File: config.mk
export PLATFORM = sky130hd
export DESIGN_NAME = lvca_front
export DESIGN_NICKNAME = d
export VERILOG_FILES = /design/src/hw/rtl/lagged_velocity_correlation_accumulator_assert.svh /design/src/hw/rtl/lvca_pkg.sv /design/src/hw/rtl/lvca_front.sv
export SDC_FILE = /design/constraint.sdc
export NUM_CORES = 1
export LEC_CHECK = 0
export ABC_CLOCK_PERIOD_IN_PS = 4050
export BUFFER_PORTS_ARGS = -buffer_cell sky130_fd_sc_hd__buf_2
export CAP_MARGIN = 40
export CORE_ASPECT_RATIO = 1.25
export CORE_UTILIZATION = 31
export DETAILED_ROUTE_END_ITERATION = 12
export SLEW_MARGIN = 20
export SYNTH_ARGS = -nofsm -noshare
export SYNTH_HDL_FRONTEND = slang
export SYNTH_SLANG_ARGS = --single-unit
File: constraint.sdc
create_clock -name clk -period 4.05 [get_ports clk]
set_input_delay 0.81 -clock clk [delete_from_list [all_inputs] [get_ports clk]]
set_output_delay 0.81 -clock clk [all_outputs]
set_load 0.02 [all_outputs]
File: src/hw/rtl/lagged_velocity_correlation_accumulator_assert.svh
// Assertion macros for the lagged velocity correlation accumulator.
// Used by lvca_back.sv and the top level; no other dependencies.
`ifndef LAGGED_VELOCITY_CORRELATION_ACCUMULATOR_ASSERT_SVH
`define LAGGED_VELOCITY_CORRELATION_ACCUMULATOR_ASSERT_SVH
// implication checked every clock outside reset
`define LVCA_ASSERT_IMP(lbl, ante, cons) \
  lbl: assert property (@(posedge clk) disable iff (!rst_n) (ante) |-> (cons)) \
    else $error("lvca check failed");
// next-cycle implication
`define LVCA_ASSERT_NEXT(lbl, ante, cons) \
  lbl: assert property (@(posedge clk) disable iff (!rst_n) (ante) |=> (cons)) \
    else $error("lvca check failed");
`endif

File: src/hw/rtl/lvca_pkg.sv
// Shared types and constants for the lagged velocity correlation accumulator.
// No dependencies.
package lvca_pkg;
  localparam int LineLen = 64;
  localparam int Planes = 16;
  localparam int PosW = 6;
  localparam int PlaneW = 4;
  localparam int SumW = 56;
  localparam int BinAw = 1 + PlaneW + PosW + 2;
  localparam int BinDepth = 2 * Planes * LineLen * 4;

  typedef enum logic [1:0] {
    CMD_LOAD = 2'd0,
    CMD_ACC = 2'd1,
    CMD_READ = 2'd2,
    CMD_CLEAR = 2'd3
  } cmd_t;

  typedef struct packed {
    cmd_t cmd;
    logic [PosW-1:0] position;
    logic [PlaneW-1:0] plane;
    logic signed [15:0] vel_x;
    logic signed [15:0] vel_y;
    logic signed [15:0] vel_z;
    logic slip_flag;
    logic [1:0] component;
    logic [PosW-1:0] lag;
    logic point_class;
    logic read_ok;
    logic acc_ok;
  } item_t;

  typedef struct packed {
    logic [SumW-1:0] bin_sum;
    logic read_valid;
    logic saturated;
  } res_t;
endpackage

File: src/hw/rtl/lvca_front.sv
// Front end: accepts classified input beats and holds them in a 2-entry queue.
// Depends on lvca_pkg.
module lvca_front (
  input  logic clk,
  input  logic rst_n,
  input  logic in_push,
  output logic in_full,
  input  lvca_pkg::item_t in_item,
  output logic q_valid,
  input  logic q_take,
  output lvca_pkg::item_t q_item
);
  lvca_pkg::item_t buf_r [2];
  logic [1:0] cnt_r, cnt_nxt;
  logic wp_r, rp_r;
  logic push_ok;
  assign in_full = (cnt_r == 2'd2);
  assign push_ok = in_push && !in_full;
  assign q_valid = (cnt_r != 2'd0);
  assign q_item = buf_r[rp_r];
  always_comb begin
    cnt_nxt = cnt_r + {1'b0, push_ok} - {1'b0, q_take && q_valid};
  end
  always_ff @(posedge clk) begin
    if (!rst_n) begin
      cnt_r <= '0;
      wp_r <= 1'b0;
      rp_r <= 1'b0;
    end else begin
      cnt_r <= cnt_nxt;
      if (push_ok) wp_r <= ~wp_r;
      if (q_take && q_valid) rp_r <= ~rp_r;
    end
    if (push_ok) buf_r[wp_r] <= in_item;
  end
endmodule

==> flow_summary.yaml <==
sta:
  slew_headroom_pct: 60.42
  setup_viol: 0
  hold_viol_final: 0
  fin_setup_tns_ns: 0
  min_period_over_period_pct: 71.44
  max_freq_mhz: 345.6
  slew_violations: 0
  period_needed_ns: 2.893
  rsz0062_at_grt: "false"
  tightest_slew_ns: 0.5938
  fin_skew_ns: 0.004890
  final.setup.worst_slack_ns: 1.157
clock_tree:
  clock-sinks: 149
  holdBufCountCts: 0
  worstSkewPairLatency_ns: 0.41
  h-tree-depth: 4
  clock_path_buffers: 2
  cts_setup_buffers: 0
  cts_made_buffers: 17
  post_cts_resized: 0
  cts_root_buffer: "clkbuf_16"
  tritoncts: "built"
  clkTransAtPathRegs_ns: 0.06
yosys:
  synth.avg_cell_area_um2: 23.24
  synth_top_family_by_area: "multiplexers"
  synth_top_area_share_pct: 74.72
  synthXorXnorAreaFrac_pct: 0.4541
  synth_compound_area_share_pct: 0.1297
  postSynthCellCount: 249
  synth_area_leader_cell: "edfxtp_1"
  synthFlopType: "edfxtp_1"
  synth_area_leaders: "edfxtp_1 (75%), mux2_4 (18%), buf_12 (2.4%)"
  muxShareOfSynthArea_pct: 18.72
  synth_fa_ha_area_share_pct: 0.4324
  syn_nets: 327
  ys_warn_count: 0
  synth_edf_count: 144
  synthArstFlopShare_pct: 0
  syn-cell-area_mm2: 0.005787
  synthDistinctLibCells: 18
  synth-seq-cells: 149
  yosysSeqAreaShare_pct: 76.45
  synth-simple-area-share_pct: 1.059
  synthTopCellsByCount: "edfxtp_1 (144), mux2_4 (70), buf_12 (7)"
  synth.most_common_cell: "edfxtp_1"
placement:
  io_buffer_count: 149
  gp_congestion: 0.6479
  dp_slack_ns: 1.553
  hpwlAfterDp_mm: 6.809
drt:
  dr.pass1.iters: 4
  routed_via_density: 4.326
  drt-total-wl_mm: 10.45
  drc: 0
  antenna_left: 0
  wl_per_cell_um: 15.98
  drt_iter0_drc: 144
  num_vias: 2829
setup_path:
  slowest_stage: "dfxtp_4"
  critPathKind: "flip-flop to output port"
  cp.required_ns: 3.24
  critPathLaunchType: "flip-flop"
  end_kind: "output port"
  arrival_ns: 2.08
  critPathMaxStageDelay_ns: 0.74
  worstPathMaxFanout: 42
  path_cells: "buf_12 -> mux2_4 -> buf_2"
run:
  maxCapViolCount: 0
global_routing:
  grt_pass1_vias: 3091
  grt_usage_pct: 11.43
  antenna_found_initial: 2
  grt-ovfl-total: 0
  grt_max_degree: 51
  grt_pass1_wl_mm: 16.41
power_and_ir_drop:
  ir_worst_vdd_v: 0.0003772
  power_density_mw_per_mm2: 656.2
  p_leak_nw: 2.860
  power_mw: 4.801
final_layout:
  drive_gt1_share_pct: 59.39
  diodes: 0
  final_nets: 491
  syn_to_final_growth_pct: 26.42
  fillCellCount: 1707
floorplan:
  core_area_mm2: 0.01817
  die_x_um: 124.2
  die-area_mm2: 0.01922
  die_y_um: 154.8
  row_count: 55
  ios: 150
  start_util_pct: 31.85
outcome:
  outcome: "complete, no violations"
min_path:
  hp-class: "flip-flop to flip-flop"
-- sequential cells by signal, summed over array words and instances (netlist names), named ones only --
name	flops
buf_r	144
cnt_r	2
rp_r	1
wp_r	1
-- kinds of logic after synthesis --
group           after synthesis
simple gates                 11
flops                       149
fa+ha+maj                     2
compound gates                1
mux                          73
buf+inv                      10
xor+xnor                      3
-- worst paths after layout --
kind                            start                     end  slack, ns  depth (start not counted)
setup / recovery            flip-flop              q_item[33]       1.16                          3
hold / removal      wp_r$_SDFFE_PN0N_       wp_r$_SDFFE_PN0N_       0.54                          2
setup reg to reg  cnt_r[0]$_SDFF_PN0_  buf_r[0][37]$_DFFE_PP_       2.23                          5
hold reg to reg     wp_r$_SDFFE_PN0N_       wp_r$_SDFFE_PN0N_       0.54                          2
-- cells in the final DEF (no fill, tap or decap) --
cell / count
dfxtp_1: 4
bufinv_16: 2
clkbuf_1: 3
edfxtp_1: 144
buf_16: 2
buf_12: 1
mux2i_1: 1
clkinv_4: 2
buf_4: 1
dfxtp_4: 1
buf_2: 149
ha_1: 2
nor2b_1: 2
xnor2_1: 3
o21a_1: 1
mux2_2: 2
and2_1: 2
or2_2: 1
nand2_1: 2
clkinv_1: 5
nor2_4: 1
nand2b_1: 2
and3_4: 1
clkinv_2: 2
clkbuf_16: 17
inv_1: 2
mux2_4: 70
clkinvlp_4: 1
-- critical path: cells and delay by family (launching register included) --
family / cells / cell delay [ns]
buffers and inverters: 2 / 0.55
DFF: 1 / 0.74
muxes: 1 / 0.34
-- per-stage QoR --
stage / hold slack, ns / cells / utilization, % / cell area, um2
6_report: 0.5355 / 654 / 40.27 / 7316
4_1_cts: 0.5387 / 654 / 40.27 / 7316
5_1_grt: 0.5532 / 654 / 40.27 / 7316
3_3_place_gp: 0.5046 / 620 / 36.94 / 6710
3_5_place_dp: 0.5296 / 622 / 37.24 / 6765
2_1_floorplan: 0.4660 / 249 / - / 5789
-- power by group --
group	total, mW	internal [mW]	switching [mW]
Sequential	2.05	1.94	0.110
Clock	1.47	0.895	0.578
Combinational	1.28	0.602	0.677
Total	4.80	3.44	1.37
-- layer usage --
| metal | up-vias | track usage (%) | share of wire (%) |
|---|---|---|---|
| met1 | 1408 | 12.50 | 40 |
| met4 | 4 | 4.647 | 1.4 |
| met3 | 17 | 4.843 | 6.7 |
| li1 | 1306 | - | - |
| met2 | 94 | 19.47 | 52 |
| met5 | - | 0 | 0.22 |
-- layout make-up --
type	count	area (um2)	area share (%)
tap	228	285.3	3.899
inverter	2	7.507	0.1026
clock buffer	20	436.7	5.969
multi-input combinational	90	1216	16.62
timing repair buffer	153	828.3	11.32
sequential	149	4428	60.53
clock inverter	12	113.9	1.556
Note: power is estimated with default switching activity, not from simulation.
